==> config.mk <==
export PLATFORM = sky130hd
export DESIGN_NAME = calendar_clock_minute_step_top_flat
export DESIGN_NICKNAME = d
export VERILOG_FILES = /design/src/sv/ccms_pkg.sv /design/src/sv/ccms_if.sv /design/src/sv/ccms_tod.sv /design/src/sv/ccms_date.sv /design/src/sv/calendar_clock_minute_step_top.sv /design/src/flat_wrapper.sv
export SDC_FILE = /design/constraint.sdc
export NUM_CORES = 1
export LEC_CHECK = 0
export BUFFER_PORTS_ARGS = -buffer_cell sky130_fd_sc_hd__buf_2
export CAP_MARGIN = 20
export CORE_MARGIN = 5
export CORE_UTILIZATION = 63
export CTS_BUF_LIST = sky130_fd_sc_hd__clkbuf_16
export DETAILED_ROUTE_END_ITERATION = 12
export MAX_ROUTING_LAYER = met4
export PLACE_DENSITY = 0.9
export RECOVER_POWER = 25
export SLEW_MARGIN = 20
export SYNTH_ARGS = -nofsm -noshare
export SYNTH_HDL_FRONTEND = slang
export SYNTH_SLANG_ARGS = --single-unit
==> constraint.sdc <==
create_clock -name i_clk -period 11.65 [get_ports i_clk]
set_input_delay 1.165 -clock i_clk [delete_from_list [all_inputs] [get_ports i_clk]]
set_output_delay 1.165 -clock i_clk [all_outputs]
set_load 0.02 [all_outputs]
==> src/sv/ccms_pkg.sv <==
// Package for the calendar clock minute step block.
// Holds shared types and fixed constants; no dependencies.
`timescale 1ns / 1ps

package ccms_pkg;

    localparam int YEAR_W   = 12;
    localparam int MONTH_W  = 4;
    localparam int DAY_W    = 5;
    localparam int HOUR_W   = 5;
    localparam int MINUTE_W = 6;
    localparam int STEP_W   = 3;

    localparam logic [YEAR_W-1:0]   YEAR_MAX      = 12'd4095;
    localparam logic [MONTH_W-1:0]  MONTH_LAST    = 4'd12;
    localparam logic [HOUR_W-1:0]   HOUR_LAST     = 5'd23;
    localparam logic [MINUTE_W-1:0] MINUTE_LAST   = 6'd59;
    localparam logic [STEP_W-1:0]   STEP_MAX      = 3'd5;
    localparam logic [STEP_W-1:0]   STEP_MIN      = 3'd1;

    localparam logic [MONTH_W-1:0]  MONTH_FEB     = 4'd2;
    localparam logic [MONTH_W-1:0]  MONTH_APR     = 4'd4;
    localparam logic [MONTH_W-1:0]  MONTH_JUN     = 4'd6;
    localparam logic [MONTH_W-1:0]  MONTH_SEP     = 4'd9;
    localparam logic [MONTH_W-1:0]  MONTH_NOV     = 4'd11;

    localparam logic [YEAR_W-1:0]   RST_YEAR      = 12'd2014;
    localparam logic [MONTH_W-1:0]  RST_MONTH     = 4'd12;
    localparam logic [DAY_W-1:0]    RST_DAY       = 5'd15;
    localparam logic [HOUR_W-1:0]   RST_HOUR      = 5'd12;
    localparam logic [MINUTE_W-1:0] RST_MINUTE    = 6'd1;
    localparam logic [STEP_W-1:0]   RST_STEP      = 3'd5;

    // floor(y / 100) = (y * 1311) >> 17 for every 12-bit y
    localparam int RECIP_100_W   = 11;
    localparam int RECIP_100     = 1311;
    localparam int RECIP_SHIFT   = 17;
    localparam int QUOT_100_W    = YEAR_W + RECIP_100_W - RECIP_SHIFT;

    typedef struct packed {
        logic [YEAR_W-1:0]  year;
        logic [MONTH_W-1:0] month;
        logic [DAY_W-1:0]   day;
    } t_date;

    typedef struct packed {
        logic [HOUR_W-1:0]   hour;
        logic [MINUTE_W-1:0] minute;
        logic                crossed;
    } t_tod;

endpackage

==> src/sv/ccms_if.sv <==
// Valid/ready channel interfaces for the calendar clock minute step block.
// Depends on ccms_pkg for field widths.
`timescale 1ns / 1ps

interface ccms_in_if
    import ccms_pkg::*;
();
    logic valid;
    logic ready;
    logic advance;

    modport source (output valid, output advance, input ready);
    modport sink   (input valid, input advance, output ready);
endinterface

interface ccms_out_if
    import ccms_pkg::*;
();
    logic                valid;
    logic                ready;
    logic [YEAR_W-1:0]   year_out;
    logic [MONTH_W-1:0]  month_out;
    logic [DAY_W-1:0]    day_out;
    logic [HOUR_W-1:0]   hour_out;
    logic [MINUTE_W-1:0] minute_out;
    logic                day_advanced;

    modport source (output valid, output year_out, output month_out, output day_out,
                    output hour_out, output minute_out, output day_advanced,
                    input ready);
    modport sink   (input valid, input year_out, input month_out, input day_out,
                    input hour_out, input minute_out, input day_advanced,
                    output ready);
endinterface

==> src/sv/ccms_tod.sv <==
// Time-of-day adder: adds the clamped minute step to hour and minute.
// Depends on ccms_pkg.
`timescale 1ns / 1ps

module ccms_tod
    import ccms_pkg::*;
(
    input  logic                i_advance,
    input  logic [STEP_W-1:0]   i_step,
    input  logic [HOUR_W-1:0]   i_hour,
    input  logic [MINUTE_W-1:0] i_minute,
    output t_tod                o_tod
);

    logic [STEP_W-1:0]   w_step;
    logic [MINUTE_W:0]   w_sum;
    logic                w_wrap;

    always_comb begin
        if (i_step == '0) begin
            w_step = STEP_MIN;
        end else if (i_step > STEP_MAX) begin
            w_step = STEP_MAX;
        end else begin
            w_step = i_step;
        end
        w_sum  = {1'b0, i_minute} + {{(MINUTE_W + 1 - STEP_W){1'b0}}, w_step};
        w_wrap = w_sum > {1'b0, MINUTE_LAST};

        o_tod.hour    = i_hour;
        o_tod.minute  = i_minute;
        o_tod.crossed = 1'b0;
        if (i_advance) begin
            if (w_wrap) begin
                o_tod.minute = MINUTE_W'(w_sum - {1'b0, MINUTE_LAST} - 7'd1);
                if (i_hour == HOUR_LAST) begin
                    o_tod.hour    = '0;
                    o_tod.crossed = 1'b1;
                end else begin
                    o_tod.hour = i_hour + 5'd1;
                end
            end else begin
                o_tod.minute = w_sum[MINUTE_W-1:0];
            end
        end
    end

endmodule

==> src/sv/ccms_date.sv <==
// Date advance: Gregorian month lengths, leap years, year saturation.
// Depends on ccms_pkg.
`timescale 1ns / 1ps

module ccms_date
    import ccms_pkg::*;
(
    input  logic  i_next,
    input  t_date i_date,
    output t_date o_date
);

    logic [YEAR_W+RECIP_100_W-1:0] w_prod;
    logic [QUOT_100_W-1:0]         w_quot;
    logic [YEAR_W-1:0]             w_rem;
    logic                          w_leap;
    logic [DAY_W-1:0]              w_dim;

    always_comb begin
        w_prod = {{RECIP_100_W{1'b0}}, i_date.year}
               * (YEAR_W + RECIP_100_W)'(RECIP_100);
        w_quot = w_prod[YEAR_W+RECIP_100_W-1:RECIP_SHIFT];
        w_rem  = i_date.year - YEAR_W'(YEAR_W'(w_quot) * 12'd100);
        w_leap = (i_date.year[1:0] == 2'b00)
              && ((w_rem != '0) || (w_quot[1:0] == 2'b00));
    end

    always_comb begin
        case (i_date.month)
            MONTH_FEB: w_dim = w_leap ? 5'd29 : 5'd28;
            MONTH_APR,
            MONTH_JUN,
            MONTH_SEP,
            MONTH_NOV: w_dim = 5'd30;
            default:   w_dim = 5'd31;
        endcase
    end

    always_comb begin
        o_date = i_date;
        if (i_next) begin
            if (i_date.day < w_dim) begin
                o_date.day = i_date.day + 5'd1;
            end else begin
                o_date.day = 5'd1;
                if (i_date.month < MONTH_LAST) begin
                    o_date.month = i_date.month + 4'd1;
                end else begin
                    o_date.month = 4'd1;
                    if (i_date.year < YEAR_MAX) begin
                        o_date.year = i_date.year + 12'd1;
                    end
                end
            end
        end
    end

endmodule

==> src/sv/calendar_clock_minute_step_top.sv <==
// Calendar clock minute step: top level with input, state and result registers.
// An accepted input word is registered in stage 1; its result word is then registered in the result register.
// Throughput: one word per cycle; ready follows the result register's stall.
// The state update is one pass of adder, leap check (12x11 multiply) and date logic.
// Synchronous active-low reset: 2014-12-15 12:01, step 5, both stages empty.
// Depends on ccms_pkg, ccms_if, ccms_tod and ccms_date.
`timescale 1ns / 1ps

module calendar_clock_minute_step_top
    import ccms_pkg::*;
(
    input  logic              i_clk,
    input  logic              i_rst_n,
    input  logic              i_cfg_we,
    input  logic [STEP_W-1:0] i_cfg_data,
    ccms_in_if.sink           i_in,
    ccms_out_if.source        o_out
);

    logic                r_step;
    logic [STEP_W-1:0]   r_step_cfg;
    logic                r_s1_valid;
    logic                r_s1_adv;
    logic                r_out_valid;
    t_date               r_date;
    logic [HOUR_W-1:0]   r_hour;
    logic [MINUTE_W-1:0] r_minute;
    logic                r_crossed;

    logic  w_s1_ready;
    logic  w_s1_fire;
    t_tod  w_tod;
    t_date w_date_next;

    assign w_s1_ready = !r_out_valid || o_out.ready;
    assign w_s1_fire  = r_s1_valid && w_s1_ready;
    assign i_in.ready = !r_s1_valid || w_s1_ready;

    ccms_tod u_tod (
        .i_advance (r_s1_adv),
        .i_step    (r_step_cfg),
        .i_hour    (r_hour),
        .i_minute  (r_minute),
        .o_tod     (w_tod)
    );

    ccms_date u_date (
        .i_next (w_tod.crossed),
        .i_date (r_date),
        .o_date (w_date_next)
    );

    always_ff @(posedge i_clk) begin
        if (!i_rst_n) begin
            r_step_cfg <= RST_STEP;
        end else if (i_cfg_we) begin
            r_step_cfg <= i_cfg_data;
        end
    end

    // hold: r_step marks a result word that came from an advancing item
    always_ff @(posedge i_clk) begin
        if (!i_rst_n) begin
            r_s1_valid  <= 1'b0;
            r_out_valid <= 1'b0;
            r_date      <= '{year: RST_YEAR, month: RST_MONTH, day: RST_DAY};
            r_hour      <= RST_HOUR;
            r_minute    <= RST_MINUTE;
            r_crossed   <= 1'b0;
            r_step      <= 1'b0;
        end else begin
            if (i_in.ready) begin
                r_s1_valid <= i_in.valid;
            end
            if (w_s1_fire) begin
                r_out_valid <= 1'b1;
                r_date      <= w_date_next;
                r_hour      <= w_tod.hour;
                r_minute    <= w_tod.minute;
                r_crossed   <= w_tod.crossed;
                r_step      <= r_s1_adv;
            end else if (o_out.ready) begin
                r_out_valid <= 1'b0;
            end
        end
    end

    always_ff @(posedge i_clk) begin
        if (i_in.ready) begin
            r_s1_adv <= i_in.advance;
        end
    end

    assign o_out.valid        = r_out_valid;
    assign o_out.year_out     = r_date.year;
    assign o_out.month_out    = r_date.month;
    assign o_out.day_out      = r_date.day;
    assign o_out.hour_out     = r_hour;
    assign o_out.minute_out   = r_minute;
    assign o_out.day_advanced = r_crossed;

    a_time_range: assert property (@(posedge i_clk) disable iff (!i_rst_n)
        (r_minute <= MINUTE_LAST) && (r_hour <= HOUR_LAST))
        else $error("time of day out of range");

    a_date_range: assert property (@(posedge i_clk) disable iff (!i_rst_n)
        (r_date.month >= 4'd1) && (r_date.month <= MONTH_LAST)
        && (r_date.day >= 5'd1) && (r_date.year >= 12'd1))
        else $error("date out of range");

    a_cross_midnight: assert property (@(posedge i_clk) disable iff (!i_rst_n)
        r_out_valid && r_crossed |-> r_step && (r_hour == '0)
        && (r_minute < MINUTE_W'(STEP_MAX)))
        else $error("day advance without midnight crossing");

    a_hold_idle: assert property (@(posedge i_clk) disable iff (!i_rst_n)
        !w_s1_fire |=> $stable(r_date) && $stable(r_hour) && $stable(r_minute))
        else $error("clock state changed without an item");

    a_no_adv_hold: assert property (@(posedge i_clk) disable iff (!i_rst_n)
        w_s1_fire && !r_s1_adv |=> !r_crossed && $stable(r_minute) && $stable(r_hour))
        else $error("report-only item changed the time");

endmodule
==> src/flat_wrapper.sv <==
// flat-port wrapper written by rule: the top's interface ports become plain ports
module calendar_clock_minute_step_top_flat import ccms_pkg::*;
  (i_clk, i_rst_n, i_cfg_we, i_cfg_data, i_in_valid, i_in_advance, i_in_ready, o_out_valid, o_out_year_out, o_out_month_out, o_out_day_out, o_out_hour_out, o_out_minute_out, o_out_day_advanced, o_out_ready);
  ccms_in_if i_in_i ();
  ccms_out_if o_out_i ();
  input  logic i_clk;
  input  logic i_rst_n;
  input  logic i_cfg_we;
  input  logic [STEP_W-1:0] i_cfg_data;
  input wire logic [$bits(i_in_i.valid)-1:0] i_in_valid;
  input wire logic [$bits(i_in_i.advance)-1:0] i_in_advance;
  output wire logic [$bits(i_in_i.ready)-1:0] i_in_ready;
  output wire logic [$bits(o_out_i.valid)-1:0] o_out_valid;
  output wire logic [$bits(o_out_i.year_out)-1:0] o_out_year_out;
  output wire logic [$bits(o_out_i.month_out)-1:0] o_out_month_out;
  output wire logic [$bits(o_out_i.day_out)-1:0] o_out_day_out;
  output wire logic [$bits(o_out_i.hour_out)-1:0] o_out_hour_out;
  output wire logic [$bits(o_out_i.minute_out)-1:0] o_out_minute_out;
  output wire logic [$bits(o_out_i.day_advanced)-1:0] o_out_day_advanced;
  input wire logic [$bits(o_out_i.ready)-1:0] o_out_ready;
  assign i_in_i.valid = i_in_valid;
  assign i_in_i.advance = i_in_advance;
  assign i_in_ready = i_in_i.ready;
  assign o_out_valid = o_out_i.valid;
  assign o_out_year_out = o_out_i.year_out;
  assign o_out_month_out = o_out_i.month_out;
  assign o_out_day_out = o_out_i.day_out;
  assign o_out_hour_out = o_out_i.hour_out;
  assign o_out_minute_out = o_out_i.minute_out;
  assign o_out_day_advanced = o_out_i.day_advanced;
  assign o_out_i.ready = o_out_ready;
  calendar_clock_minute_step_top u_core (.i_clk(i_clk), .i_rst_n(i_rst_n), .i_cfg_we(i_cfg_we), .i_cfg_data(i_cfg_data), .i_in(i_in_i), .o_out(o_out_i));
endmodule
==> flow_summary.ini, run 1 <==
[run_status]
outcome = completed

[synth]
synth_cells = 664
synthFlopType = dfxtp_1
ys_ff_latch = 39
synth_cell_type_count = 67
synth.yosys.warnings = 0
syn-cell-area_um2 = 5860
seq_area_frac_synth = 0.135
synth_nets = 848
share_of_synthesized_flip_flops_with_an_asynchronous_set_or_reset = 0
synth-edff-count = 1
synth_area_per_cell_um2 = 8.82

[place]
finalWeightedCongestion = 0.941
io_buffer_count = 43
dpl_cell_area_um2 = 6160
placement.setup.worst_slack_ns = 2.52
place.detailed.hpwl_mm = 11.3

[min_path]
hold_class = register to register

[grt]
via_count_of_the_first_global_routing_pass = 5217
antenna_found_initial = 0
globalRouteOverflowTotal = 0
pin_count_of_the_biggest_net_entering_global_routing = 23
grt_use_total = 0.266
grt_pass1_wl_mm = 24.2

[power_and_ir_drop]
power_leakage_nw = 3.11
vdd.ir_drop.worst_uv = 75.5
power_per_cell_area_nw_per_um2 = 49.6

[timing]
min_period_ns = 9.21
finClkSkew_ns = 0.00780
layout_setup_ws_ns = 2.44
timing.slew.headroom = 0.461
finalSetupTns_ns = 0
maxSlewViolCount = 0
finalSetupViolCount = 0
final_hold_vios = 0
max_freq_mhz = 109
layout_worst_path_cycle_share = 0.790
grt_setup_unrepaired = no
worst_pin_slew_ns = 0.809

[floorplanning]
core-area_um2 = 9150
die_x_um = 106
placementRows = 35
floorplan_die_height_um = 106
die_area_um2 = 11300
ports = 44
start_util = 0.640

[routing]
ant_nets = 0
wl_per_cell_um = 17.4
first_drt_iteration_drcs = 414
drt_pre_antenna_iters = 5
finalWirelength_mm = 14.1
post_drt_via_cell_ratio = 6.23
via_count = 5060
drc = 0

[critical_path]
critical_path.max_stage_delay_ns = 0.80
critical_path.slowest_cell = dfxtp_1
worst-endpoint-arrival_ns = 9.40
cp-start-kind = register
setup.reg_to_reg.worst_slack_ns = 2.44
cp.required_ns = 11.85
end_kind = register
worstSetupPathType = register to register
crit_fanout = 19

[clocking]
cts-htree-levels = 2
cts.sink_count = 39
cts_hold_buffers = 0
clock_tree.buffer_depth = 2
worstSkewPairLatency_ns = 0.29
cts-resized-gates = 0
cts_root_buf = clkbuf_16
numCtsBuffers = 5
clkSlewWorstSetupHoldPaths_ns = 0.05
tritoncts = done
post-cts-setup-buffer-count = 0

[final_layout]
final_core_util = 0.690
finalInstanceArea_um2 = 6320
layout-drive-gt1-share = 0.0785
sequential_cell_area_um2 = 791
multi_input_comb_area_um2 = 4580
antennaDiodeCount = 0
filler_cell_count = 677
most-common-layout-cells = ha_1 (131), inv_1 (111), fa_1 (44)
nets = 884
layout_commonest_cell = ha_1
areaGrowthSynthToFinish_pct = 7.91

[run]
total_of_max_cap_violations = 0
==> critical path, delay by kind of cell (launching register included) <==
family	cells	cell delay [ns]
AOI/OAI and AO/OA	9	1.70
adders and majority gates	10	4.31
xor gates and xnor gates	2	0.57
buffers and inverters	5	0.24
DFF	1	0.80
and+or+nand+nor	5	1.49
==> per-stage QoR <==
| step | instances | hold WS, ns | total power, mW |
|---|---|---|---|
| CTS | 812 | 0.497 | 0.315 |
| detailed placement | 804 | 0.482 | 0.160 |
| global route | 812 | 0.522 | 0.325 |
| finish | 812 | 0.491 | 0.313 |
| floorplan | 664 | 0.435 | 0.154 |
| global placement | 804 | 0.457 | 0.159 |
==> Yosys cell counts, types with 2 or more instances <==
cell type  instances  area [µm²]
ha_1             131        1640
inv_1            111         417
fa_1              44         881
a21oi_1           40         200
nand2_1           40         150
dfxtp_1           38         761
nor2_1            33         124
o21ai_0           24         120
nand3_1           18        90.1
xnor2_1           15         131
clkbuf_1          14        52.6
a21o_1            12        90.1
a31oi_1            9        56.3
mux2i_1            9        90.1
and3_1             8        50.1
and4_1             8        70.1
nor3_1             8        40.0
nand4_1            7        43.8
nor2b_1            6        37.5
o211ai_1           6        45.0
o31ai_1            6        45.0
xor2_1             6        52.6
or4_1              5        37.5
a211oi_1           4        30.0
nand2b_1           4        25.0
o2111ai_1          4        35.0
o21ai_1            4        20.0
nor3b_1            3        22.5
o21a_1             3        22.5
a2111oi_0          2        17.5
a211o_1            2        17.5
a311o_1            2        20.0
and2_1             2        12.5
nor4_1             2        12.5
o21bai_1           2        15.0
==> metal layers <==
| layer | up-vias | global-route usage | wire length, µm | part of all wire |
|---|---|---|---|---|
| met5 | - | - | 0 | 0 |
| met4 | 0 | 0.0776 | 374 | 0.026 |
| met3 | 45 | 0.0340 | 750 | 0.053 |
| met2 | 189 | 0.469 | 7240 | 0.51 |
| met1 | 2433 | 0.319 | 5760 | 0.41 |
| li1 | 2393 | - | - | - |
==> worst paths after layout <==
kind / from / end / cells past startpoint
min reg2reg: u_core.r_step_cfg[0] / u_core.r_step_cfg[0] / 2
min: u_core.r_step_cfg[0] / u_core.r_step_cfg[0] / 2
max: u_core.o_out.year_out[9] / u_core.o_out.year_out[5] / 31
max reg2reg: u_core.o_out.year_out[9] / u_core.o_out.year_out[5] / 31
==> final cells by class <==
type                            count  area share
Clock buffer                        5      0.0198
Timing Repair Buffer               45      0.0341
Clock inverter                      3     0.00693
Multi-Input combinational cell    497       0.725
Sequential cell                    39       0.125
Tap cell                          111      0.0220
Inverter                          112      0.0669
==> logic make-up after synthesis <==
group | Yosys count | synth area share
fa+ha+maj | 176 | 0.432
simple gates | 151 | 0.135
flops | 39 | 0.135
compound gates | 140 | 0.168
mux | 9 | 0.0154
xor+xnor | 21 | 0.0314
buf+inv | 128 | 0.0833
==> report_power, final <==
part	internal (mW)	leakage, nW	switching, mW	total (mW)
sequential	0.136	0.319	0.00177	0.138
clock	0.101	0.0838	0.0545	0.155
combinational	0.00761	2.71	0.0128	0.0204
total	0.244	3.11	0.0690	0.313
==> registers in the layout, summed over array words and instances, names as in the netlist <==
signal and count:
u_core.o_out.year_out 12, u_core.o_out.minute_out 6, u_core.o_out.day_out 5, u_core.o_out.hour_out 5, u_core.o_out.month_out 4, u_core.r_step_cfg 3
u_core.o_out.day_advanced 1, u_core.o_out.valid 1, u_core.r_s1_adv 1, u_core.r_s1_valid 1
No activity file was read; power rests on OpenSTA's default activity.
==> inputs of run 2 (changes only) <==
- CORE_UTILIZATION: 63 -> 57
- PLACE_DENSITY: 0.9 -> 0.86
- clock period: 11.65 -> 8.2 ns (I/O delays scaled with it)
==> run 2 against run 1 <==
Sequential cell count is the same. Power grew 51%. Critical path depth grew 5. Cell area grew 17%. Setup slack lost 2.4 ns. Sequential share of layout area shrank 1.5 points.
==> flow_summary.ini, run 2 (synthesis gave the netlist of run 1 again) <==
[routing]
wl_per_cell_um = 18.6
post_drt_via_cell_ratio = 6.12
via_count = 5460
first_drt_iteration_drcs = 475
drc = 0
drt_pre_antenna_iters = 5
ant_nets = 0
finalWirelength_mm = 16.6

[critical_path]
crit_fanout = 7
r2r_end = u_core.o_out.month_out[3]
cp-start-kind = register
end_kind = register
worstSetupPathType = register to register
setup.reg_to_reg.worst_slack_ns = 0.008
critical_path.max_stage_delay_ns = 0.57
worst-endpoint-arrival_ns = 8.36
worst_reg2reg_path_startpoint = u_core.o_out.year_out[7]
ff2ff_path_depth = 36
cp.required_ns = 8.36
critical_path.slowest_cell = fa_1

[min_path]
hold_class = register to register
min_delay_worst_endpoint = u_core.r_step_cfg[0]
worstHoldStart = u_core.r_step_cfg[0]
hold_path_depth = 2

[final_layout]
layout-drive-gt1-share = 0.272
stdcell_count = 892
nets = 939
final_core_util = 0.723
largest_reg_flops = 12
layout_commonest_cell = ha_1
antennaDiodeCount = 0
filler_cell_count = 669
areaGrowthSynthToFinish_pct = 25.7
finalInstanceArea_um2 = 7360
most-common-layout-cells = ha_1 (108), inv_1 (101), buf_4 (51)

[power_and_ir_drop]
power_leakage_nw = 3.48
power_frac_clock = 0.526
p_sw_frac = 0.203
seq_power_share = 0.412
internal_power_uw = 376
finalPower_uw = 472
power_per_cell_area_nw_per_um2 = 64.1
vdd.ir_drop.worst_uv = 138
power.net_switching_uw = 95.6
pwr-share-comb = 0.062

[grt]
grt_pass1_wl_mm = 26.0
via_count_of_the_first_global_routing_pass = 5621
grt_use_total = 0.257
globalRouteOverflowTotal = 0
pin_count_of_the_biggest_net_entering_global_routing = 23
antenna_found_initial = 0

[timing]
grt_setup_unrepaired = yes
max_freq_mhz = 122
timing.slew.headroom = 0.446
layout_worst_path_cycle_share = 0.999
worst_pin_slew_ns = 0.829
layout_setup_ws_ns = 0.00836
min_period_ns = 8.19
finClkSkew_ns = 0.00575
final_hold_vios = 0
maxSlewViolCount = 0
finalSetupViolCount = 0

[clocking]
worstSkewPairLatency_ns = 0.28
clkSlewWorstSetupHoldPaths_ns = 0.06
clock_tree.buffer_depth = 2
numCtsBuffers = 5
cts_root_buf = clkbuf_16
cts_hold_buffers = 0
cts-htree-levels = 2
tritoncts = done
cts.sink_count = 39

[run]
total_of_max_cap_violations = 0

[floorplanning]
placementRows = 37
floorplan_die_height_um = 111
die_area_um2 = 12400
die_x_um = 111
start_util = 0.575
core-area_um2 = 10200
ports = 44

[run_status]
outcome = completed

[place]
finalWeightedCongestion = 1.01
place.detailed.hpwl_mm = 11.8
io_buffer_count = 43
placement.setup.worst_slack_ns = -0.219
numPlacedInstances = 859
dpl_cell_area_um2 = 6430
-- run 2: cell count changes in the layout (fill, tap and decap cells not counted), moves of 10 or more --
cell      previous run  this run
buf_4                2        51
ha_1               131       108
dfxtp_1             38        28
inv_1              111       101
clkbuf_1            12         0
buf_2               31        43
ha_4                 0        22
-- run 2: worst max-delay path by stage --
stage | from | to | slack (ns) | cells past startpoint
after CTS | u_core.o_out.year_out[8] | u_core.o_out.year_out[9] | 0.0008 | 36
final | u_core.o_out.year_out[7] | u_core.o_out.month_out[3] | 0.008 | 36
after global routing | u_core.o_out.year_out[2] | u_core.o_out.month_out[3] | -0.21 | 36
after global placement | u_core.o_out.year_out[8] | u_core.o_out.year_out[5] | -0.06 | 30
after detailed placement | u_core.o_out.year_out[8] | u_core.o_out.year_out[11] | -0.22 | 33
after floorplan | u_core.o_out.year_out[8] | u_core.o_out.year_out[5] | 0.03 | 33
-- run 2: power groups by stage --
stage	clock (mW)	sequential, mW	combinational, mW
floorplan	0	0.201	0.0184
global placement	0	0.199	0.0263
detailed placement	0	0.200	0.0275
CTS	0.249	0.195	0.0285
global route	0.259	0.195	0.0316
finish	0.248	0.194	0.0291
-- run 2: worst max-delay path, delay by kind of cell, from the launching register on --
kind | cells | cell delay [ns]
adder cells (fa/ha/maj) | 11 | 3.90
AO/OA/AOI/OAI | 6 | 1.30
AND/OR/NAND/NOR | 8 | 1.16
buffers and inverters | 9 | 0.96
XOR/XNOR | 2 | 0.37
flip-flops | 1 | 0.36
-- run 2: layer usage --
metal,routed length (µm),global-route usage
met1,6350,0.300
met2,8680,0.456
met3,956,0.0261
met4,586,0.0949
met5,0,-
-- run 2: timing repair --
action                     4_1_cts  5_1_grt
setup endpoints to repair       21       21
gates resized for setup         45       63
setup buffers                   11       14
pin swaps                       34       52
cloned                           1        0
-- run 2: final cells by class --
class                           count  area [µm²]  share of cell area
Multi-Input combinational cell    498        5100               0.692
Sequential cell                    39         811               0.110
Timing Repair Buffer               99         667              0.0906
Inverter                          112         428              0.0581
Tap cell                          136         170              0.0231
Clock buffer                        5         125              0.0170
Clock inverter                      3        63.8             0.00867
-- run 2: stage by stage --
stage,hold slack [ns],setup TNS [ns]
2_1_floorplan,0.435,0
3_3_place_gp,0.454,-0.345
3_5_place_dp,0.475,-2.43
4_1_cts,0.488,0
5_1_grt,0.525,-1.35
6_report,0.489,0
